==> src/hdl/ifhb_pkg.sv <==
// Shared types, constants and a helper function of the IPv4 fragment header builder.
package ifhb_pkg;

   // Header constants
   localparam logic [13:0] HDR_LEN     = 14'd20;
   localparam logic [15:0] VER_IHL_TOS = 16'h4500;
   localparam logic [7:0]  TTL_VALUE   = 8'h40;

   // MTU limits and reset value
   localparam logic [13:0] MTU_LOW   = 14'd1044;
   localparam logic [13:0] MTU_HIGH  = 14'd9000;
   localparam logic [13:0] MTU_RESET = 14'd1500;

   // Fragment limit default
   localparam int MAX_FRAGMENTS_DEFAULT = 64;

   // CSR port
   localparam int CSR_INDEX_W = 4;
   localparam int CSR_DATA_W  = 32;
   localparam logic [CSR_INDEX_W-1:0] CSR_SOURCE_ADDRESS = 4'd0;
   localparam logic [CSR_INDEX_W-1:0] CSR_LINK_MTU       = 4'd1;

   // Request payload
   typedef struct packed {
      logic [15:0] payload_length;
      logic [31:0] dest_address;
      logic [7:0]  protocol_number;
      logic [15:0] packet_ident;
   } req_type;

   // Result payload
   typedef struct packed {
      logic [13:0] total_length;
      logic [12:0] offset_units;
      logic        more_fragments;
      logic [15:0] header_checksum;
      logic [15:0] payload_start;
      logic        last_fragment;
   } rsp_type;

   // Controller states
   typedef enum logic [2:0] {
      ST_IDLE,
      ST_PREP_A,
      ST_PREP_B,
      ST_CALC,
      ST_SUM,
      ST_SEND
   } state_type;

   // Commands from controller to datapath
   typedef struct packed {
      logic load_req;
      logic prep_a;
      logic prep_b;
      logic calc;
      logic sum;
   } cmd_type;

   // Status from datapath to controller
   typedef struct packed {
      logic last_frag;
   } status_type;

   // End-around carry fold of a 19-bit sum down to 16 bits
   function automatic logic [15:0] fold16(input logic [18:0] x);
      logic [16:0] t;
      logic [15:0] r;
      t = {1'b0, x[15:0]} + {14'd0, x[18:16]};
      r = t[15:0] + {15'd0, t[16]};
      return r;
   endfunction

endpackage

==> src/hdl/ifhb_ctrl.sv <==
// Sequencing state machine of the fragment header builder.
module ifhb_ctrl (
   input  logic                  clock,
   input  logic                  reset,
   input  logic                  req_valid,
   output logic                  req_ready,
   output logic                  rsp_valid,
   input  logic                  rsp_ready,
   input  ifhb_pkg::status_type  status,
   output ifhb_pkg::cmd_type     cmd
);

   ifhb_pkg::state_type state_ff, state_in;

   // State register
   always_ff @(posedge clock) begin
      if (reset) begin
         state_ff <= ifhb_pkg::ST_IDLE;
      end else begin
         state_ff <= state_in;
      end
   end

   // Next state
   always_comb begin
      state_in = state_ff;
      unique case (state_ff)
         ifhb_pkg::ST_IDLE: begin
            if (req_valid) state_in = ifhb_pkg::ST_PREP_A;
         end
         ifhb_pkg::ST_PREP_A: state_in = ifhb_pkg::ST_PREP_B;
         ifhb_pkg::ST_PREP_B: state_in = ifhb_pkg::ST_CALC;
         ifhb_pkg::ST_CALC:   state_in = ifhb_pkg::ST_SUM;
         ifhb_pkg::ST_SUM:    state_in = ifhb_pkg::ST_SEND;
         ifhb_pkg::ST_SEND: begin
            if (rsp_ready) begin
               state_in = status.last_frag ? ifhb_pkg::ST_IDLE : ifhb_pkg::ST_CALC;
            end
         end
         default: state_in = ifhb_pkg::ST_IDLE;
      endcase
   end

   // Outputs
   always_comb begin
      req_ready    = 1'b0;
      rsp_valid    = 1'b0;
      cmd          = '0;
      unique case (state_ff)
         ifhb_pkg::ST_IDLE: begin
            req_ready    = 1'b1;
            cmd.load_req = req_valid;
         end
         ifhb_pkg::ST_PREP_A: cmd.prep_a = 1'b1;
         ifhb_pkg::ST_PREP_B: cmd.prep_b = 1'b1;
         ifhb_pkg::ST_CALC:   cmd.calc   = 1'b1;
         ifhb_pkg::ST_SUM:    cmd.sum    = 1'b1;
         ifhb_pkg::ST_SEND:   rsp_valid  = 1'b1;
         default: begin
            req_ready = 1'b0;
         end
      endcase
   end

endmodule

==> src/hdl/ifhb_dp.sv <==
// Datapath: config registers, fragment bookkeeping and header checksum.
module ifhb_dp #(
   parameter int MAX_FRAGMENTS = ifhb_pkg::MAX_FRAGMENTS_DEFAULT
) (
   input  logic                                clock,
   input  logic                                reset,
   input  logic                                csr_we,
   input  logic [ifhb_pkg::CSR_INDEX_W-1:0]    csr_index,
   input  logic [ifhb_pkg::CSR_DATA_W-1:0]     csr_wdata,
   input  ifhb_pkg::req_type                   req_payload,
   input  ifhb_pkg::cmd_type                   cmd,
   output ifhb_pkg::status_type                status,
   output ifhb_pkg::rsp_type                   rsp_payload
);

   localparam int CNT_W = (MAX_FRAGMENTS > 1) ? $clog2(MAX_FRAGMENTS) : 1;
   localparam logic [CNT_W-1:0] CNT_LAST = CNT_W'(MAX_FRAGMENTS - 1);
   localparam logic [CNT_W-1:0] CNT_ONE  = CNT_W'(1);

   logic [31:0]       src_ff;
   logic [13:0]       mtu_ff;
   ifhb_pkg::req_type req_ff;
   logic [17:0]       wordsum_ff;
   logic [13:0]       chunk_ff;
   logic [15:0]       base_ff;
   logic [15:0]       bytes_left_ff;
   logic [15:0]       next_start_ff;
   logic [CNT_W-1:0]  frag_cnt_ff;
   logic [13:0]       part_ff;
   logic              more_ff;
   logic              final_ff;
   ifhb_pkg::rsp_type rsp_ff;

   logic [13:0]       mtu_sat;
   logic [13:0]       chunk_in;
   logic [17:0]       wordsum_in;
   logic [18:0]       base_raw;
   logic              more_in;
   logic [13:0]       part_in;
   logic [13:0]       total_len;
   logic [15:0]       flag_off;
   logic [18:0]       cks_raw;

   // Configuration registers
   always_ff @(posedge clock) begin
      if (reset) begin
         src_ff <= '0;
         mtu_ff <= ifhb_pkg::MTU_RESET;
      end else if (csr_we) begin
         unique case (csr_index)
            ifhb_pkg::CSR_SOURCE_ADDRESS: src_ff <= csr_wdata;
            ifhb_pkg::CSR_LINK_MTU:       mtu_ff <= csr_wdata[13:0];
            default: ;
         endcase
      end
   end

   // Chunk size from saturated MTU, rounded down to 8-byte units
   always_comb begin
      if (mtu_ff < ifhb_pkg::MTU_LOW)       mtu_sat = ifhb_pkg::MTU_LOW;
      else if (mtu_ff > ifhb_pkg::MTU_HIGH) mtu_sat = ifhb_pkg::MTU_HIGH;
      else                                  mtu_sat = mtu_ff;
      chunk_in = (mtu_sat - ifhb_pkg::HDR_LEN) & ~14'd7;
   end

   // Address words of the checksum
   assign wordsum_in = {2'd0, src_ff[31:16]} + {2'd0, src_ff[15:0]}
                     + {2'd0, req_ff.dest_address[31:16]}
                     + {2'd0, req_ff.dest_address[15:0]};

   // Remaining fixed header words
   assign base_raw = {1'b0, wordsum_ff} + {3'd0, ifhb_pkg::VER_IHL_TOS}
                   + {3'd0, ifhb_pkg::TTL_VALUE, req_ff.protocol_number}
                   + {3'd0, req_ff.packet_ident};

   // Fragment size and flags
   assign more_in   = bytes_left_ff > {2'd0, chunk_ff};
   assign part_in   = more_in ? chunk_ff : bytes_left_ff[13:0];
   assign total_len = ifhb_pkg::HDR_LEN + part_ff;
   assign flag_off  = {2'd0, more_ff, next_start_ff[15:3]};
   assign cks_raw   = {3'd0, base_ff} + {5'd0, total_len} + {3'd0, flag_off};

   // Request hold, per-request setup and per-fragment bookkeeping
   always_ff @(posedge clock) begin
      if (cmd.load_req) begin
         req_ff        <= req_payload;
         bytes_left_ff <= req_payload.payload_length;
         next_start_ff <= '0;
         frag_cnt_ff   <= '0;
      end else if (cmd.sum) begin
         bytes_left_ff <= bytes_left_ff - {2'd0, part_ff};
         next_start_ff <= next_start_ff + {2'd0, part_ff};
         frag_cnt_ff   <= frag_cnt_ff + CNT_ONE;
      end
      if (cmd.prep_a) begin
         wordsum_ff <= wordsum_in;
         chunk_ff   <= chunk_in;
      end
      if (cmd.prep_b) begin
         base_ff <= ifhb_pkg::fold16(base_raw);
      end
      if (cmd.calc) begin
         part_ff  <= part_in;
         more_ff  <= more_in;
         final_ff <= !more_in || (frag_cnt_ff == CNT_LAST);
      end
   end

   // Result register
   always_ff @(posedge clock) begin
      if (cmd.sum) begin
         rsp_ff.total_length    <= total_len;
         rsp_ff.offset_units    <= next_start_ff[15:3];
         rsp_ff.more_fragments  <= more_ff;
         rsp_ff.header_checksum <= ~ifhb_pkg::fold16(cks_raw);
         rsp_ff.payload_start   <= next_start_ff;
         rsp_ff.last_fragment   <= final_ff;
      end
   end

   assign rsp_payload      = rsp_ff;
   assign status.last_frag = rsp_ff.last_fragment;

endmodule

==> src/hdl/ipv4_fragment_header_builder_unit.sv <==
// Top level of the IPv4 fragment header builder.
// One request yields between 1 and MAX_FRAGMENTS fragment header descriptions,
// in order, each a transfer on the rsp_ channel; the last one carries
// last_fragment. A request is accepted in ST_IDLE, set up in ST_PREP_A (chunk
// size and address words) and ST_PREP_B (fixed checksum words), and then each
// fragment passes ST_CALC (size select), ST_SUM (checksum add and fold) and
// ST_SEND (result transfer, which waits for rsp_ready). A new
// request is taken only once the last fragment of the previous one has
// transferred. Registers (source_address, link_mtu) are written on the csr_
// channel, which is always ready; write them only while the block is idle.
module ipv4_fragment_header_builder_unit #(
   parameter int MAX_FRAGMENTS = ifhb_pkg::MAX_FRAGMENTS_DEFAULT
) (
   input  logic                              clock,
   input  logic                              reset,
   input  logic                              req_valid,
   output logic                              req_ready,
   input  ifhb_pkg::req_type                 req_payload,
   output logic                              rsp_valid,
   input  logic                              rsp_ready,
   output ifhb_pkg::rsp_type                 rsp_payload,
   input  logic                              csr_valid,
   output logic                              csr_ready,
   input  logic [ifhb_pkg::CSR_INDEX_W-1:0]  csr_index,
   input  logic [ifhb_pkg::CSR_DATA_W-1:0]   csr_wdata
);

   ifhb_pkg::cmd_type    cmd;
   ifhb_pkg::status_type status;

   assign csr_ready = 1'b1;

   ifhb_ctrl u_ctrl (
      .clock     (clock),
      .reset     (reset),
      .req_valid (req_valid),
      .req_ready (req_ready),
      .rsp_valid (rsp_valid),
      .rsp_ready (rsp_ready),
      .status    (status),
      .cmd       (cmd)
   );

   ifhb_dp #(
      .MAX_FRAGMENTS (MAX_FRAGMENTS)
   ) u_dp (
      .clock       (clock),
      .reset       (reset),
      .csr_we      (csr_valid),
      .csr_index   (csr_index),
      .csr_wdata   (csr_wdata),
      .req_payload (req_payload),
      .cmd         (cmd),
      .status      (status),
      .rsp_payload (rsp_payload)
   );

endmodule

==> config.mk <==
export PLATFORM = sky130hd
export DESIGN_NAME = ipv4_fragment_header_builder_unit
export DESIGN_NICKNAME = d
export VERILOG_FILES = /design/src/hdl/ifhb_pkg.sv /design/src/hdl/ifhb_ctrl.sv /design/src/hdl/ifhb_dp.sv /design/src/hdl/ipv4_fragment_header_builder_unit.sv
export SDC_FILE = /design/constraint.sdc
export NUM_CORES = 1
export LEC_CHECK = 0
export BUFFER_PORTS_ARGS = -buffer_cell sky130_fd_sc_hd__buf_2
export CAP_MARGIN = 5
export CORE_MARGIN = 4
export CORE_UTILIZATION = 40
export CTS_CLUSTER_DIAMETER = 200
export DETAILED_ROUTE_END_ITERATION = 16
export HOLD_SLACK_MARGIN = 0.12
export MAX_ROUTING_LAYER = met4
export PLACE_DENSITY = 0.64
export SYNTH_ARGS = -nofsm -noshare
export SYNTH_HDL_FRONTEND = slang
export SYNTH_SLANG_ARGS = --single-unit
==> constraint.sdc <==
create_clock -name clock -period 8.4 [get_ports clock]
set_input_delay 0.84 -clock clock [delete_from_list [all_inputs] [get_ports clock]]
set_output_delay 0.84 -clock clock [all_outputs]
set_load 0.05 [all_outputs]
==> results of run 1 <==
sequential cells by signal, summed over array words and instances (netlist names):
signal              cells
u_dp.next_start_ff     16
u_ctrl.state_ff         3
u_dp.part_ff           14
u_dp.frag_cnt_ff        6
u_dp.bytes_left_ff     16
u_dp.status             1
u_dp.src_ff            32
u_dp.chunk_ff          11
u_dp.base_ff           16
u_dp.wordsum_ff        18
u_dp.req_ff            56
u_dp.mtu_ff            14
u_dp.rsp_payload       47
u_dp.final_ff           1
u_dp.more_ff            1
critical path, delay by kind of cell, from the launching register on:
family	cells	cell delay [ns]
xor+xnor	1	0.09
compound gates	13	3.04
buf+inv	1	0.09
fa+ha+maj	6	1.70
simple gates	10	1.99
flops	1	0.54
cells by family after synthesis:
| group | synth area share [%] |
|---|---|
| buffers and inverters | 5.038 |
| muxes | 0.1223 |
| other | 0.04589 |
| AOI/OAI and AO/OA | 14.77 |
| DFF | 41.89 |
| adders and majority gates | 14.65 |
| xor gates and xnor gates | 7.171 |
| and+or+nand+nor | 16.31 |
cell usage after synthesis, types with 3 or more instances:
cell type  instances  area [sq um]
nand2b_1          14         87.58
a21boi_0           8         60.06
and2_1            13         81.33
nand2_1          202         758.2
and3b_1            3         26.28
o21ai_1            3         15.01
buf_4             15         112.6
nor4_1             9         56.30
edfxtp_1         181          5435
a21o_1            18         135.1
inv_1            153         574.3
nor2b_1           11         68.82
or2_1              3         18.77
a41oi_1            4         35.03
o211ai_1          17         127.6
clkbuf_1          31         116.4
or2_2             10         62.56
and3_1            20         125.1
a2111oi_0          6         52.55
o21a_1            20         150.1
o21ai_0           78         390.4
xnor2_1           81         709.4
o311ai_0           3         26.28
a31oi_1           11         68.82
or3_1             13         81.33
o31a_1             3         26.28
a211o_1            6         52.55
nand3_1           41         205.2
nor3_1            40         200.2
nor4b_1            3         26.28
dfxtp_1           71          1421
o31ai_1           20         150.1
and4_1             9         78.83
xor2_1            43         376.6
nand4_1           15         93.84
ha_1             138          1727
fa_1              33         660.6
nor3b_1            9         67.56
a211oi_1          14         105.1
nor2_1            96         360.4
nand3b_1          14         105.1
o21bai_1          12         90.09
a21oi_1          138         690.7
final cells by class:
type                    instances  area share [%]
flip-flops and latches        252           36.83
repair buffers                182           4.987
clock buffers                  35           4.180
clock inverters                19          0.5108
inverters                     154           3.112
diodes                          1         0.01344
multi-input cells            1233           46.84
well taps                     525           3.528
through the flow:
step | instances | hold slack (ns)
after floorplan | 1689 | 0.4003
after global placement | 2346 | 0.4110
after detailed placement | 2346 | 0.4126
after CTS | 2400 | 0.4256
after global routing | 2401 | 0.4336
final | 2401 | 0.4276
worst paths after layout:
check	slack [ns]	cells after the start	startpoint	end
worst max-delay path	0.70	31	u_dp.part_ff[1]$_SDFFCE_PP0N_	u_dp.rsp_payload[31]$_DFFE_PP_
worst min-delay path	0.43	0	u_dp.final_ff$_DFFE_PN_	u_dp.status$_DFFE_PP_
worst max register to register	0.70	31	u_dp.part_ff[1]$_SDFFCE_PP0N_	u_dp.rsp_payload[31]$_DFFE_PP_
worst min register to register	0.43	0	u_dp.final_ff$_DFFE_PN_	u_dp.status$_DFFE_PP_
per-layer routing:
metal / routed length, microns / GRT usage, % / vias up
met2: 18360 / 29.90 / 341
met4: 1037 / 4.185 / 0
met5: 0 / - / -
met3: 1969 / 2.188 / 66
met1: 17730 / 23.46 / 5976
li1: - / - / 6332
where the power goes:
group          total (mW)  internal, mW  switching [mW]  leakage (nW)
logic                1.42         0.562           0.858          5.05
clock network        1.16         0.655           0.500         0.435
registers            1.53          1.48          0.0500          2.25
placed cells by master (no fill, tap or decap), types with 9 or more instances in the layout:
master       n
buf_2      175
a21o_1      18
xnor2_1     81
or2_2       10
and3_1      20
nand3_1     41
nand2b_1    14
a31oi_1     11
o211ai_1    17
inv_1      152
or3_1       13
a21oi_1    138
o21bai_1    12
dfxtp_1     71
edfxtp_1   181
clkbuf_16   29
o21a_1      20
and2_1      13
o21ai_0     78
nor2_1      96
and4_1       9
nand3b_1    14
clkinv_2     9
nand4_1     15
a211oi_1    13
o31ai_1     20
xor2_1      43
nand2_1    202
nor2b_1     11
fa_1        33
nor3_1      40
ha_1       138
==> results.toml, run 1 <==
[logic_synthesis]
synth_edf_count = 181
avgSynthCellArea_sq_um = 9.696
syn_area_sq_um = 16370
synth-seq-area-share_pct = 41.89
ys_async_sr_fraction_pct = 0
ys.flop_type = "edfxtp_1"
ys_ff_latch = 252
yosysWarningCount = 0
synthDistinctLibCells = 80
synthCells = 1688

[clock_tree]
cts-root-buf = "clkbuf_16"
clk_latency_ns = 0.56
cts_tree = "yes"
htreeDepth = 1
post_cts_buffers = 0
cts_buffers = 29
cts_sinks = 252
path_clk_slew_ns = 0.06
cts_resized = 0
clockBufferDepth = 3
cts_hold_buf = 0

[global_route]
grt_pass1_vias = 12546
track_usage_pct = 17.90
grt_max_degree = 69
antenna_found_initial = 1
grt_pass1_wl_microns = 63510
grt_overflow = 0

[routing]
routedWlPerCell_microns = 16.29
vias_per_cell = 5.296
drc = 0
wirelength_microns = 39100
vias = 12715
drt_iter0_drc = 711
ant_nets = 0
drtPass1Iterations = 5

[timing]
grt_setup_unrepaired = "false"
slew_violations = 0
slew_headroom_pct = 14.53
worstMarginPinSlew_ns = 1.282
fmax_mhz = 129.9
setup_violations = 0
fin_tns_setup_ns = 0
worst_clock_skew_ns = 0.009333
fin_crit_sh_pct = 91.65
final.setup.worst_slack_ns = 0.7014
finalCriticalPeriod_ns = 7.699
final_hold_viol_count = 0

[status]
status = "finished, final reports clean"

[floorplan]
die_y_microns = 210.3
die_area_sq_um = 44220
die_width_microns = 210.3
rows = 73
design.portCount = 177
core_sq_um = 40100
start_util_pct = 40.82

[setup_path]
crit_path_start_kind = "flop"
crit_path_max_incr_delay_ns = 0.54
endpoint_kind = "flop"
arrival_ns = 8.04
cp_max_fo = 8
crit_type = "flop to flop"
cp_slowest_cell = "edfxtp_1"
cp.required_ns = 8.74
cpMostUsedCell = "ha_1"

[cells_and_area]
area_growth_pct = 13.75
layout-drive-gt1-share_pct = 13.92
multi_input_area_sq_um = 8720
final_util_pct = 46.43
num-fill-cells = 3846
final_nets = 2136
seq_area_sq_um = 6857
postLayoutCellArea_sq_um = 18620

[power]
vdd_drop_max_mv = 0.1636
power_mw = 4.100
p_leak_nw = 7.733
powerDensity_nw_per_um2 = 220.2

[placement]
placed_area_sq_um = 17730
dp_slack_ns = 0.5541
gp_congestion = 0.9427
io_buffers = 175
hpwl_microns = 30850

[worst_hold_path]
hp-class = "flop to flop"

[job]
maxCapViolCount = 0
(Power assumes the default switching activity.)
==> run 2, diff against run 1 <==
--- a/config.mk
+++ b/config.mk
@@ -8,12 +8,11 @@
 export BUFFER_PORTS_ARGS = -buffer_cell sky130_fd_sc_hd__buf_2
 export CAP_MARGIN = 5
 export CORE_MARGIN = 4
-export CORE_UTILIZATION = 40
+export CORE_UTILIZATION = 50
 export CTS_CLUSTER_DIAMETER = 200
 export DETAILED_ROUTE_END_ITERATION = 16
-export HOLD_SLACK_MARGIN = 0.12
 export MAX_ROUTING_LAYER = met4
-export PLACE_DENSITY = 0.64
+export PLACE_DENSITY = 0.76
 export SYNTH_ARGS = -nofsm -noshare
 export SYNTH_HDL_FRONTEND = slang
 export SYNTH_SLANG_ARGS = --single-unit
==> constraint.sdc (replaced) <==
create_clock -name clock -period 7.8 [get_ports clock]
set_input_delay 0.78 -clock clock [delete_from_list [all_inputs] [get_ports clock]]
set_output_delay 0.78 -clock clock [all_outputs]
set_load 0.05 [all_outputs]
==> results.toml, run 2 (synthesis gave the netlist of run 1 again) <==
[status]
status = "finished, final reports clean"

[setup_path]
cp_slowest_cell = "fa_1"
crit_path_start_kind = "flop"
crit_type = "flop to flop"
cp_max_fo = 4
cp.required_ns = 8.09
arrival_ns = 7.63
crit_path_max_incr_delay_ns = 0.49
endpoint_kind = "flop"

[global_route]
antenna_found_initial = 0
grt_pass1_wl_microns = 61410
grt_pass1_vias = 12351
grt_max_degree = 75
track_usage_pct = 21.42
grt_overflow = 0

[power]
p_clk_share_pct = 28.7
combPwrFrac_pct = 34.6
vdd_drop_max_mv = 0.2213
power.internal_mw = 2.954
powerDensity_nw_per_um2 = 241.0
sequentialPowerShare_pct = 36.8
p_leak_nw = 7.760
netSwitchingFraction_pct = 33.92
power_switching_mw = 1.516

[clock_tree]
cts-root-buf = "clkbuf_16"
path_clk_slew_ns = 0.06
clk_latency_ns = 0.55
cts_resized = 0
cts_hold_buf = 0
post_cts_buffers = 0
cts_buffers = 28
cts_tree = "yes"
cts_sinks = 252
clockBufferDepth = 3
htreeDepth = 1

[timing]
fin_crit_sh_pct = 94.08
finalCriticalPeriod_ns = 7.339
hold_slack_ns = 0.4018
final_hold_viol_count = 0
final.setup.worst_slack_ns = 0.4615
worst_clock_skew_ns = 0.009297
grt_setup_unrepaired = "false"
slew_violations = 0
slew_headroom_pct = 22.33
setup_violations = 0
fin_tns_setup_ns = 0
fmax_mhz = 136.3
worstMarginPinSlew_ns = 1.165

[floorplan]
core_sq_um = 31960
die_area_sq_um = 35690
design.portCount = 177
rows = 65
die_y_microns = 188.9
start_util_pct = 51.21
die_width_microns = 188.9

[placement]
dp_slack_ns = 0.5038
io_buffers = 175
gp_congestion = 0.9447
placed_area_sq_um = 17630
hpwl_microns = 29940

[routing]
ant_nets = 0
drt_iter0_drc = 783
drc = 0
wirelength_microns = 38070
vias = 12831
vias_per_cell = 5.555
routedWlPerCell_microns = 16.48
drtPass1Iterations = 6

[worst_hold_path]
hp-class = "input pin to flop"

[cells_and_area]
postLayoutCellArea_sq_um = 18550
final_common_cell = "nand2_1"
most-common-layout-cells = "202 x nand2_1, 181 x edfxtp_1, 175 x buf_2"
diodes = 0
area_growth_pct = 13.33
layout-drive-gt1-share_pct = 14.24
final_nets = 2137
largest_register_ffs = 56
regMostFlops = "u_dp.req_ff"

[job]
maxCapViolCount = 0
## run 2: cell type report
| class | instances | area (sq um) |
|---|---|---|
| Clock buffer | 37 | 764.5 |
| Clock inverter | 15 | 140.1 |
| Fill cell | 2719 | 13410 |
| Inverter | 154 | 578.1 |
| Multi-Input combinational cell | 1233 | 8722 |
| Sequential cell | 252 | 6857 |
| Tap cell | 435 | 544.3 |
| Timing Repair Buffer | 184 | 943.4 |
## run 2: path summary, 6_finish.rpt
check,cells past startpoint,slack (ns),start,end
setup / recovery,28,0.46,u_dp.wordsum_ff[1]$_DFFE_PP_,u_dp.base_ff[14]$_DFFE_PP_
hold / removal,1,0.40,req_payload[50],u_dp.req_ff[50]$_DFFE_PP_
setup reg to reg,28,0.46,u_dp.wordsum_ff[1]$_DFFE_PP_,u_dp.base_ff[14]$_DFFE_PP_
hold reg to reg,0,0.43,u_dp.final_ff$_DFFE_PN_,u_dp.status$_DFFE_PP_
## run 2: critical path: cells and delay by family (launching register included)
| family | cells | cell delay [ns] |
|---|---|---|
| xor gates and xnor gates | 2 | 0.37 |
| DFF | 1 | 0.40 |
| and+or+nand+nor | 10 | 2.37 |
| AOI/OAI and AO/OA | 10 | 2.13 |
| adders and majority gates | 6 | 1.81 |
## run 2: routing by layer
metal | global-route usage (%) | up-vias | share of wire, %
li1 | - | 6328 | -
met1 | 27.70 | 5999 | 44
met2 | 36.11 | 436 | 48
met3 | 2.600 | 68 | 5.8
met4 | 5.521 | 0 | 2.4
met5 | - | - | 0
## run 2: power by group through the flow
stage                     clock (mW)  combinational (mW)  sequential [mW]
after CTS                       1.31                1.54             1.64
after global routing            1.36                1.72             1.65
final                           1.28                1.55             1.64
after global placement             0                1.50             1.67
after detailed placement           0                1.52             1.67
after floorplan                    0                1.16             1.67
## run 2: per-stage QoR
stage	cells	utilization [%]	power (mW)
global placement	2258	55.15	3.168
global route	2310	58.03	4.739
CTS	2310	57.98	4.490
finish	2310	58.03	4.470
detailed placement	2258	55.15	3.194
floorplan	1689	-	2.821
